[src/sv/kmwc_pkg.sv]
// Shared types and constants for the k-mismatch window counter.
// Used by kmwc_cell, kmwc_popcount and k_mismatch_window_counter; no dependencies.
`default_nettype none

package kmwc_pkg;

	localparam int unsigned PATTERN_WORDS = 4;
	localparam int unsigned PATTERN_BYTES = 32;
	localparam int unsigned PIDX_W        = 5;
	localparam int unsigned WORD_W        = 64;
	localparam int unsigned CFG_IDX_W     = 3;
	localparam int unsigned LEN_REG_W     = 6;
	localparam int unsigned GROUP_SIZE    = 8;
	localparam int unsigned GROUP_CNT_W   = 4;
	localparam logic [LEN_REG_W-1:0] LENGTH_RESET = 6'd16;

	typedef enum logic [CFG_IDX_W-1:0] {
		REG_PATTERN0 = 3'd0,
		REG_PATTERN1 = 3'd1,
		REG_PATTERN2 = 3'd2,
		REG_PATTERN3 = 3'd3,
		REG_LENGTH   = 3'd4,
		REG_LIMIT    = 3'd5
	} cfg_reg_t;

	typedef logic [PATTERN_WORDS-1:0][WORD_W-1:0] pattern_words_t;
	typedef logic [PATTERN_BYTES-1:0][7:0] pattern_bytes_t;

	// Control that travels with a beat down the pipeline.
	typedef struct packed {
		logic valid;
		logic last;
		logic full;
	} stage_ctl_t;

endpackage

`default_nettype wire

[src/sv/kmwc_cell.sv]
// One cell of the window row: holds one text byte, its aligned pattern byte and
// the registered mismatch flag. Depends on kmwc_pkg.
`default_nettype none

module kmwc_cell #(
	parameter int unsigned INDEX = 0,
	parameter int unsigned LEN_W = 6
) (
	input  logic                    clk,
	input  logic                    shift_en,
	input  logic                    adv_en,
	input  logic [7:0]              byte_in,
	input  kmwc_pkg::pattern_bytes_t pattern,
	input  logic [LEN_W-1:0]        eff_len,
	output logic [7:0]              byte_out,
	output logic                    mismatch_s2
);

	logic [7:0]       byte_q;
	logic [7:0]       apat_q;
	logic             use_q;
	logic             in_use;
	logic [LEN_W-1:0] rel;
	logic [31:0]      rel_w;
	logic [7:0]       apat_d;

	// Window position INDEX (0 is newest) lines up with pattern byte len-1-INDEX.
	always_comb begin
		in_use = int'(eff_len) > int'(INDEX);
		rel    = eff_len - LEN_W'(INDEX + 1);
		rel_w  = 32'(rel);
		if (in_use && (rel_w < 32'(kmwc_pkg::PATTERN_BYTES))) begin
			apat_d = pattern[rel_w[kmwc_pkg::PIDX_W-1:0]];
		end else begin
			apat_d = '0;
		end
	end

	always_ff @(posedge clk) begin
		if (shift_en) begin
			byte_q <= byte_in;
		end
		apat_q <= apat_d;
		use_q  <= in_use;
		if (adv_en) begin
			mismatch_s2 <= use_q && (byte_q != apat_q);
		end
	end

	assign byte_out = byte_q;

endmodule

`default_nettype wire

[src/sv/kmwc_popcount.sv]
// Two-stage registered population count of the mismatch flags from the cell row.
// Depends on kmwc_pkg for the group size and the stage control struct.
`default_nettype none

module kmwc_popcount #(
	parameter int unsigned WIDTH = 32
) (
	input  logic                         clk,
	input  logic                         arst_n,
	input  logic                         en,
	input  logic [WIDTH-1:0]             bits,
	input  kmwc_pkg::stage_ctl_t         ctl_in,
	output kmwc_pkg::stage_ctl_t         ctl_s4,
	output logic [$clog2(WIDTH+1)-1:0]   sum_s4
);

	localparam int unsigned NG    = (WIDTH + kmwc_pkg::GROUP_SIZE - 1) / kmwc_pkg::GROUP_SIZE;
	localparam int unsigned PAD_W = NG * kmwc_pkg::GROUP_SIZE;
	localparam int unsigned SUM_W = $clog2(WIDTH + 1);

	logic [PAD_W-1:0]                        padded;
	logic [NG-1:0][kmwc_pkg::GROUP_CNT_W-1:0] grp_d;
	logic [NG-1:0][kmwc_pkg::GROUP_CNT_W-1:0] grp_s3;
	kmwc_pkg::stage_ctl_t                    ctl_s3;
	logic [SUM_W-1:0]                        sum_d;

	assign padded = PAD_W'(bits);

	always_comb begin
		for (int g = 0; g < NG; g++) begin
			grp_d[g] = '0;
			for (int k = 0; k < kmwc_pkg::GROUP_SIZE; k++) begin
				grp_d[g] = grp_d[g]
					+ kmwc_pkg::GROUP_CNT_W'(padded[g * kmwc_pkg::GROUP_SIZE + k]);
			end
		end
	end

	always_comb begin
		sum_d = '0;
		for (int g = 0; g < NG; g++) begin
			sum_d = sum_d + SUM_W'(grp_s3[g]);
		end
	end

	always_ff @(posedge clk or negedge arst_n) begin
		if (!arst_n) begin
			ctl_s3 <= '0;
			ctl_s4 <= '0;
		end else if (en) begin
			ctl_s3 <= ctl_in;
			ctl_s4 <= ctl_s3;
		end
	end

	always_ff @(posedge clk) begin
		if (en) begin
			grp_s3 <= grp_d;
			sum_s4 <= sum_d;
		end
	end

endmodule

`default_nettype wire

[src/sv/k_mismatch_window_counter.sv]
// Top level of the k-mismatch window counter: configuration registers, cell row,
// popcount pipeline and output stage. Depends on kmwc_pkg, kmwc_cell, kmwc_popcount.
//
// Usage: text bytes enter on the input channel (in_valid, in_stall, text_byte,
// last_byte), one beat per byte. Every input beat yields exactly one output beat
// (out_valid, out_stall, window_hit, match_count, text_done). Once the last
// pattern_length bytes of the current text are present, window_hit reports
// whether at most mismatch_limit of them differ from the pattern, and
// match_count carries the saturating hit count of the text so far. A beat with
// last_byte set ends the text; its result has text_done set and the final count.
// A byte passes stages s1 to s4 and the output register. Throughput is one byte
// per cycle while en is high: the row shifts on each accepted byte, stages advance.
// The pipeline has one common advance; when a result waits under out_stall the
// whole pipeline holds and in_stall is raised in the same cycle.
// Reset clears the pipeline, the fill count and the hit count, and loads the
// default configuration (zero pattern, length 16, limit 0). Configuration is
// written through cfg_we/cfg_index/cfg_data and applies to the next byte.
`default_nettype none

module k_mismatch_window_counter #(
	parameter int unsigned MAX_PATTERN = 32,
	parameter int unsigned COUNT_BITS  = 32
) (
	input  logic                              clk,
	input  logic                              arst_n,
	input  logic                              cfg_we,
	input  logic [kmwc_pkg::CFG_IDX_W-1:0]    cfg_index,
	input  logic [kmwc_pkg::WORD_W-1:0]       cfg_data,
	input  logic                              in_valid,
	output logic                              in_stall,
	input  logic [7:0]                        text_byte,
	input  logic                              last_byte,
	output logic                              out_valid,
	input  logic                              out_stall,
	output logic                              window_hit,
	output logic [31:0]                       match_count,
	output logic                              text_done
);

	localparam int unsigned LEN_W = $clog2(MAX_PATTERN + 1);
	localparam int unsigned SUM_W = $clog2(MAX_PATTERN + 1);

	kmwc_pkg::pattern_words_t            pattern_q;
	kmwc_pkg::pattern_bytes_t            pattern_bytes;
	logic [kmwc_pkg::LEN_REG_W-1:0]      length_q;
	logic [kmwc_pkg::LEN_REG_W-1:0]      limit_q;

	logic                                en;
	logic                                accept;
	logic [LEN_W-1:0]                    eff_len;
	logic [LEN_W-1:0]                    fill_q;
	logic [LEN_W-1:0]                    fill_inc;

	kmwc_pkg::stage_ctl_t                ctl_s1;
	kmwc_pkg::stage_ctl_t                ctl_s2;
	kmwc_pkg::stage_ctl_t                ctl_s4;
	logic [SUM_W-1:0]                    sum_s4;

	logic [MAX_PATTERN-1:0][7:0]         win;
	logic [MAX_PATTERN-1:0]              mism_s2;

	logic [COUNT_BITS-1:0]               total_q;
	logic [COUNT_BITS-1:0]               total_next;
	logic                                hit;

	logic                                out_valid_q;
	logic                                window_hit_q;
	logic [31:0]                         match_count_q;
	logic                                text_done_q;

	// Configuration registers.
	always_ff @(posedge clk or negedge arst_n) begin
		if (!arst_n) begin
			pattern_q <= '0;
			length_q  <= kmwc_pkg::LENGTH_RESET;
			limit_q   <= '0;
		end else if (cfg_we) begin
			unique case (kmwc_pkg::cfg_reg_t'(cfg_index))
				kmwc_pkg::REG_PATTERN0: pattern_q[0] <= cfg_data;
				kmwc_pkg::REG_PATTERN1: pattern_q[1] <= cfg_data;
				kmwc_pkg::REG_PATTERN2: pattern_q[2] <= cfg_data;
				kmwc_pkg::REG_PATTERN3: pattern_q[3] <= cfg_data;
				kmwc_pkg::REG_LENGTH:   length_q <= cfg_data[kmwc_pkg::LEN_REG_W-1:0];
				kmwc_pkg::REG_LIMIT:    limit_q  <= cfg_data[kmwc_pkg::LEN_REG_W-1:0];
				default: begin
				end
			endcase
		end
	end

	assign pattern_bytes = pattern_q;

	// A length of zero acts as one; a length beyond the row acts as the row size.
	always_comb begin
		if (length_q == '0) begin
			eff_len = LEN_W'(1);
		end else if (int'(length_q) > int'(MAX_PATTERN)) begin
			eff_len = LEN_W'(MAX_PATTERN);
		end else begin
			eff_len = LEN_W'(length_q);
		end
	end

	assign en       = !(out_valid_q && out_stall);
	assign in_stall = !en;
	assign accept   = in_valid && en;

	assign fill_inc = (int'(fill_q) < int'(MAX_PATTERN)) ? fill_q + 1'b1 : fill_q;

	always_ff @(posedge clk or negedge arst_n) begin
		if (!arst_n) begin
			fill_q <= '0;
			ctl_s1 <= '0;
			ctl_s2 <= '0;
		end else begin
			if (accept) begin
				fill_q <= last_byte ? '0 : fill_inc;
			end
			if (en) begin
				ctl_s1.valid <= in_valid;
				ctl_s1.last  <= last_byte;
				ctl_s1.full  <= fill_inc >= eff_len;
				ctl_s2       <= ctl_s1;
			end
		end
	end

	// The byte row: cell 0 takes the new byte, each cell hands its byte onward.
	for (genvar j = 0; j < MAX_PATTERN; j++) begin : g_cell
		logic [7:0] shift_in;
		if (j == 0) begin : g_head
			assign shift_in = text_byte;
		end else begin : g_body
			assign shift_in = win[j-1];
		end
		kmwc_cell #(
			.INDEX (j),
			.LEN_W (LEN_W)
		) u_cell (
			.clk         (clk),
			.shift_en    (accept),
			.adv_en      (en),
			.byte_in     (shift_in),
			.pattern     (pattern_bytes),
			.eff_len     (eff_len),
			.byte_out    (win[j]),
			.mismatch_s2 (mism_s2[j])
		);
	end

	kmwc_popcount #(
		.WIDTH (MAX_PATTERN)
	) u_popcount (
		.clk    (clk),
		.arst_n (arst_n),
		.en     (en),
		.bits   (mism_s2),
		.ctl_in (ctl_s2),
		.ctl_s4 (ctl_s4),
		.sum_s4 (sum_s4)
	);

	always_comb begin
		hit = ctl_s4.full && (int'(sum_s4) <= int'(limit_q));
		if (hit && (total_q != '1)) begin
			total_next = total_q + 1'b1;
		end else begin
			total_next = total_q;
		end
	end

	always_ff @(posedge clk or negedge arst_n) begin
		if (!arst_n) begin
			out_valid_q <= 1'b0;
			total_q     <= '0;
		end else if (en) begin
			out_valid_q <= ctl_s4.valid;
			if (ctl_s4.valid) begin
				total_q <= ctl_s4.last ? '0 : total_next;
			end
		end
	end

	always_ff @(posedge clk) begin
		if (en && ctl_s4.valid) begin
			window_hit_q  <= hit;
			match_count_q <= 32'(total_next);
			text_done_q   <= ctl_s4.last;
		end
	end

	assign out_valid   = out_valid_q;
	assign window_hit  = window_hit_q;
	assign match_count = match_count_q;
	assign text_done   = text_done_q;

	a_fill_bound: assert property (@(posedge clk) disable iff (!arst_n)
		int'(fill_q) <= int'(MAX_PATTERN))
		else $error("window fill beyond the row size");

	a_fill_clear: assert property (@(posedge clk) disable iff (!arst_n)
		accept && last_byte |=> fill_q == '0)
		else $error("window fill not cleared after the last byte");

	a_total_clear: assert property (@(posedge clk) disable iff (!arst_n)
		en && ctl_s4.valid && ctl_s4.last |=> total_q == '0)
		else $error("hit count not cleared after the end of the text");

	a_hit_needs_full: assert property (@(posedge clk) disable iff (!arst_n)
		en && ctl_s4.valid && !ctl_s4.full |=> !window_hit_q)
		else $error("hit reported before the window filled");

endmodule

`default_nettype wire

[config.mk]
export PLATFORM = sky130hd
export DESIGN_NAME = k_mismatch_window_counter
export DESIGN_NICKNAME = d
export VERILOG_FILES = /design/src/sv/kmwc_pkg.sv /design/src/sv/kmwc_cell.sv /design/src/sv/kmwc_popcount.sv /design/src/sv/k_mismatch_window_counter.sv
export SDC_FILE = /design/constraint.sdc
export NUM_CORES = 2
export LEC_CHECK = 0
export BUFFER_PORTS_ARGS = -buffer_cell sky130_fd_sc_hd__clkbuf_2
export CORE_ASPECT_RATIO = 1.2
export CORE_UTILIZATION = 47
export CTS_CLUSTER_DIAMETER = 120
export DETAILED_ROUTE_END_ITERATION = 7
export PLACE_DENSITY_LB_ADDON = 0.3
export SLEW_MARGIN = 20
export SYNTH_ARGS = -nofsm -noshare
export SYNTH_HDL_FRONTEND = slang
export SYNTH_SLANG_ARGS = --single-unit
[constraint.sdc]
create_clock -name clk -period 7 [get_ports clk]
set_input_delay 0.35 -clock clk [delete_from_list [all_inputs] [get_ports clk]]
set_output_delay 0.35 -clock clk [all_outputs]
set_load 0.005 [all_outputs]
-- Word level (Yosys, flattened, before mapping)
Index checks and enable logic that the tools add are counted.
- output and inout bits: 36
- register bits after elaboration: 951
- bits of input ports: 81
- equal/unequal tests: 38
- muxes and demuxes: 70
- reduce and logical (&&, ||, !) cells: 79
- add/subtract/negate cells: 65
- $lt $le $gt $ge: 100
- bitwise gates (word level): 1
- operators with widths (operator ; number):
    $bmux 8 s5 ; 32
    $mux 8 ; 32
    $ne 8x8->1 ; 32
    $lt 6x6->1 const B ; 33
    $lt 5x6->1 const B ; 32
    $add 4x1->4 ; 24
    $gt 6x5->1 const B ; 16
    $sub 6x5->6 const B ; 16
    $logic_and 1x1->1 ; 69
    $mux 32 ; 2
    $gt 6x4->1 const B ; 8
    $sub 6x4->6 const B ; 8
    $add 32x1->32 const B ; 1
    $ne 32x32->1 const B ; 1
    $gt 6x3->1 const B ; 4
    $mux 6 ; 4
    $sub 6x3->6 const B ; 4
    $reduce_and 2->1 ; 7
    $add 6x4->6 ; 2
    $gt 6x1->1 const B ; 2
    $gt 6x2->1 const B ; 2
    $sub 6x2->6 const B ; 2
    $add 1x1->2 ; 4
    $add 6x1->6 const B ; 1
    13 further kinds ; 15

-- Longest topological paths before layout
- depth after elaboration: 7
- depth in mapped cells: 20
- depth with buffers taken out: 11

-- Hierarchy
From an unflattened synthesis, not the netlist that was laid out.
- cells, all modules: 9032
- area total of the unflattened synthesis: 108695.5 um^2
- by module, submodules not included (module ; area each (um^2) ; cells each ; instances ; seq. area each (um^2)):
    k_mismatch_window_counter ; 14475.1 ; 1027 ; 1 ; 8854.7
    kmwc_cell at g_cell[5].u_cell ; 3184.3 ; 284 ; 1 ; 450.4
    kmwc_cell at g_cell[13].u_cell ; 3166.8 ; 285 ; 1 ; 450.4
    kmwc_cell at g_cell[2].u_cell ; 3100.5 ; 251 ; 1 ; 450.4
    kmwc_cell at g_cell[24].u_cell ; 3029.2 ; 363 ; 1 ; 450.4
    kmwc_cell at g_cell[28].u_cell ; 2982.9 ; 263 ; 1 ; 450.4
    kmwc_cell at g_cell[30].u_cell ; 2977.9 ; 288 ; 1 ; 450.4
    kmwc_cell at g_cell[22].u_cell ; 2972.9 ; 388 ; 1 ; 450.4
    kmwc_cell at g_cell[6].u_cell ; 2956.6 ; 371 ; 1 ; 450.4
    kmwc_cell at g_cell[0].u_cell ; 2954.1 ; 232 ; 1 ; 450.4
    kmwc_cell at g_cell[20].u_cell ; 2929.1 ; 274 ; 1 ; 450.4
    kmwc_cell at g_cell[14].u_cell ; 2914.0 ; 264 ; 1 ; 450.4
    kmwc_cell at g_cell[25].u_cell ; 2911.5 ; 325 ; 1 ; 450.4
    kmwc_cell at g_cell[4].u_cell ; 2911.5 ; 232 ; 1 ; 450.4
    +20 rows ; n/a ; n/a ; n/a ; n/a

-- Least setup slack after synthesis
No wires, ideal clock.
- path type: reg2reg
- start: register out_valid_q, in the netlist out_valid
- end: register g_cell[0].u_cell.byte_q[0], enable pin
- buffers on the path: 0
- clock period less this slack: 6.381 ns
- path slack: 0.619 ns
- data arrival time: 5.773 ns
- setup time: 0.608 ns
- stages on the path, launching flop included: 4
- cell sequence: dfrtp_1 nand2_1 nand2_1 inv_1
- cells in the longest elaborated chain, start to end: 3
- ends and longest elaborated chain (what ; line ; RTL):
    start, declared ; k_mismatch_window_counter.sv:66 ; logic out_valid_q;
    start signal, assigned ; k_mismatch_window_counter.sv:177 ; out_valid_q <= ctl_s4.valid;
    $logic_and 1x1->1 ; k_mismatch_window_counter.sv:104 ; assign en = !(out_valid_q && out_stall);
    $logic_not 1->1 ; k_mismatch_window_counter.sv:104 ;
    $logic_and 1x1->1 ; k_mismatch_window_counter.sv:106 ; assign accept = in_valid && en;
    via accept ; k_mismatch_window_counter.sv:49 ; logic accept;
    end signal, assigned ; kmwc_cell.sv:41 ; byte_q <= byte_in;
    end, declared ; kmwc_cell.sv:19 ; logic [7:0] byte_q;
The timed path passes the listed nets, and every way through them passes these cells.
A chain may end at the register's enable or synchronous reset.

-- Worst setup path in the final report
- start: register length_q[3] (netlist name)
- end: register g_cell[14].u_cell.apat_q[5]
- cells in the longest elaborated chain, start to end: 6
- elaborated cells between the ends (all ways): 10
- classes of those cells: add/sub: 1; order compare: 3; mux: 4; reduce/logical: 2
- ends and longest elaborated chain (what ; line ; RTL):
    start, declared ; k_mismatch_window_counter.sv:45 ; logic [kmwc_pkg::LEN_REG_W-1:0] length_q;
    start signal, assigned ; k_mismatch_window_counter.sv:75 ; length_q <= kmwc_pkg::LENGTH_RESET;
    start signal, assigned ; k_mismatch_window_counter.sv:83 ; kmwc_pkg::REG_LENGTH: length_q <= cfg_data[kmwc_pkg::LEN_REG_W-1:0];
    $gt 6x6->1 ; k_mismatch_window_counter.sv:97 ; end else if (int'(length_q) > int'(MAX_PATTERN)) begin
    $mux 6 ; k_mismatch_window_counter.sv:97 ;
    $mux 6 (*) ; k_mismatch_window_counter.sv:95 ; if (length_q == '0) begin
    $sub 6x4->6 ; kmwc_cell.sv:30 ; rel = eff_len - LEN_W'(INDEX + 1);
    $bmux 8 s5 / $lt 6x6->1 (equally long branches) ; kmwc_cell.sv:33, kmwc_cell.sv:32 ;
    $mux 8 (not written as such) / $logic_and 1x1->1 (equally long branches) ; kmwc_cell.sv:33, kmwc_cell.sv:32 ;
    end signal, assigned ; kmwc_cell.sv:43 ; apat_q <= apat_d;
    end, declared ; kmwc_cell.sv:20 ; logic [7:0] apat_q;
Mark *: on every way between the ends. The rest lies on a longest branch, timed or not. The select of a mux whose other input is x is not followed.

==> summary.txt <==
run status: complete, no violations
Die H: 366.0 um
Pre-antenna DRT Iters: 6
largest net degree at the start of global routing: 153
Setup crit start: length_q[3]
fin. max-slew vios: 0
clock slew seen by the registers of the worst setup and hold paths: 0.07 ns
mux contribution to synthesized area: 0.2209
syn_area_per_cell: 11.57 um^2
Residual DRC: 0
Final Hold Fails: 0
Slew headroom: 0.1196
Cell Area, Synth: 51900 um^2
Seq/Total Area, Yosys: 0.4640
post-route setup slack: 1.501 ns
pwr/cell area: 490.5 nW/um^2
dpl hpwl: 170500 um
Synth Register Bits: 951
Post-synth EDFFs: 344
Setup-failing EPs final: 0
total number of vias: 41860
leakage power: 23.21 nW
critical path capture point type: flip-flop
final RePlAce weighted congestion: 1.156
CTS Root Cell: clkbuf_16
Hold Crit Class: in2reg
Core ar.: 109500 um^2
unrepaired setup endpoints after global routing: false
Slew @ Worst Pin: 1.284 ns
Adder-Cell Fraction of Synth Area: 0.02006
Max Cap Viol: 0
Compound-Gate Fraction of Synth Area: 0.1463
Worst Skew: 0.04507 ns
dpl ws: 1.768 ns
WL final: 225800 um
FFs w/ async S/R, synth: 0.3354
Startpoint Class: flip-flop
Total Power: 0.02837 W
CTS tree: done
worst-case reg-to-reg path depth: 12
postcts setup bufs: 0
worst reg2reg endpoint: g_cell[14].u_cell.apat_q[5]
Final Instance Area: 57830 um^2
Unique masters post-synth: 73
syn_nets: 4638
remaining antenna violation count after routing: 0
share of layout cells above drive strength 1: 0.1955
simple-gate share of the synthesized area: 0.06449
synth-to-layout area growth: 11.44%
initial detailed-routing violation count: 6539
synth cell count leaders: 431 x mux2i_1, 361 x mux2_2, 344 x edfxtp_1, 318 x dfrtp_1, 288 x dfxtp_1
global-route wire length before repair: 313200 um
most frequent cell after synthesis: mux2i_1
htree depth: 3
Synthesis Warnings: 0
initial antenna violation count: 29
port buffer count: 116
setup TNS: 0 ns
post-DR wirelength/cell: 37.25 um
top cells by area, synth: edfxtp_1 20%, dfrtp_1 15%, dfxtp_1 11%
Initial Util: 0.4740
Clock Sinks: 951
Longest Clk Path Bufs: 3
Critical Path End: g_cell[14].u_cell.apat_q[5]
vias in the first global route: 39410
die area: 111800 um^2
total track usage: 0.3995
Max Freq: 181.9 MHz
total gr overflow: 0
post-synth top area cell: edfxtp_1
row count: 133
final worst path period share: 0.7856
r2r setup slk: 1.50 ns
CP max FO: 149
final core occ: 0.5282
main combinational cell family by area after synthesis: multiplexers
die width: 305.3 um
Vias/cell: 6.907
Top FF cell, synth: edfxtp_1
top cell type's share of synthesized area: 0.1990
Setup Crit Path Kind: reg2reg
nets@finish: 4691
Worst Path Arrival: 5.96 ns
CTS Buf Count: 94
synthesized instance count: 4487
post-route minimum period: 5.499 ns
post-synthesis xor/xnor area fraction: 0.05383
Crit path required time: 7.46 ns
worst-skew pair later-pin latency: 0.72 ns
RR Startpoint: length_q[3]
VDD IR max: 0.0002992 V
dpl cell area: 54000 um^2
io pins: 117
[cell type report]
type	instances	area, um^2
multi-input combinational	3132	26380
inverter	102	407.9
fill	9561	51660
tap	1417	1773
clock buffer	131	2746
antenna	24	60.06
timing repair buffer	259	1918
clock inverter	45	465.4
sequential	951	24080
[power by group]
group	switching (W)	total (W)	internal (W)	leakage [nW]
logic	0.00897	0.0137	0.00476	12.1
registers	0.00183	0.00931	0.00748	9.58
clock network	0.00230	0.00532	0.00302	1.58
[critical path, stage by stage, from the launching register on]
cell	delay, ns
dfrtp_1	0.36
buf_4	0.23
or4_1	0.70
a21oi_4	0.33
buf_12	0.50
ha_4	0.55
inv_2	0.32
buf_4	0.40
o221ai_1	0.18
a21oi_1	0.18
a22o_1	0.24
a221oi_1	0.67
o221ai_1	0.44
[registers in the layout, summed over array words and instances, names as in the netlist]
signal	cells
g_cell.u_cell.use_q	32
fill_q	6
ctl_s1	3
u_popcount.grp_s3	16
limit_q	6
total_q	32
window_hit	1
length_q	6
g_cell.u_cell.byte_out	256
u_popcount.sum_s4	6
u_popcount.ctl_s4	3
pattern_bytes	256
u_popcount.ctl_s3	3
ctl_s2	3
text_done	1
g_cell.u_cell.apat_q	256
out_valid	1
g_cell.u_cell.mismatch_s2	32
match_count	32
[through the flow]
step | hold slack, ns | std cells
after floorplan | 0.05441 | 4487
after global placement | 0.4501 | 5803
after detailed placement | 0.4560 | 5805
after CTS | 0.003255 | 6036
after global routing | 0.03000 | 6048
final | 0.02105 | 6061
[cells in the final DEF (no fill, tap or decap), types with 33 or more instances in the layout]
cell             n
mux2i_1        429
mux2_2         361
edfxtp_1       344
dfrtp_1        317
dfxtp_1        288
xor2_1         268
nand2_1        264
nor2_1         227
a21oi_1        168
o22ai_1        149
o21ai_0        138
mux4_2         137
a22o_1         124
o221ai_1       118
clkbuf_2       115
clkbuf_16       98
inv_1           95
buf_4           77
nor4_1          71
dlygate4sd3_1   55
o32ai_1         52
xnor2_1         49
a31oi_1         49
a22oi_1         48
ha_1            46
a211oi_1        40
nand3_1         36
a21boi_0        33
[kinds of logic (layout without fill, tap and decap cells)]
kind of cell,after synthesis,in the layout
other,0,24
XOR/XNOR,319,319
AND/OR/NAND/NOR,737,737
multiplexers,929,929
adder cells (fa/ha/maj),70,70
flip-flops,951,951
AO/OA/AOI/OAI,1077,1077
buffers and inverters,404,537
[repair_timing]
action / in CTS / in global routing
endpoints found under the hold margin: 293 / 0
gates resized for setup: 0 / 0
hold buffers: 55 / 0
[layer usage]
layer / vias to the layer above / GRT usage / share of wire
met5: - / 0 / 0.00042
met4: 14 / 0.2997 / 0.091
met3: 722 / 0.1184 / 0.11
met2: 2821 / 0.5869 / 0.43
met1: 20980 / 0.4960 / 0.37
li1: 17330 / - / -
[worst min-delay path by stage]
stage	startpoint	slack, ns	depth (start not counted)	end
after floorplan	arst_n	0.05	0	ctl_s1[0]
after global placement	g_cell[1].u_cell.byte_out[0]	0.45	0	g_cell[2].u_cell.byte_out[0]
after detailed placement	arst_n	0.46	1	pattern_bytes[227]
after CTS	cfg_data[57]	0.003	2	pattern_bytes[249]
after global routing	cfg_data[42]	0.03	2	pattern_bytes[42]
final	cfg_data[57]	0.02	2	pattern_bytes[249]
No activity file was read; power rests on OpenSTA's default activity.
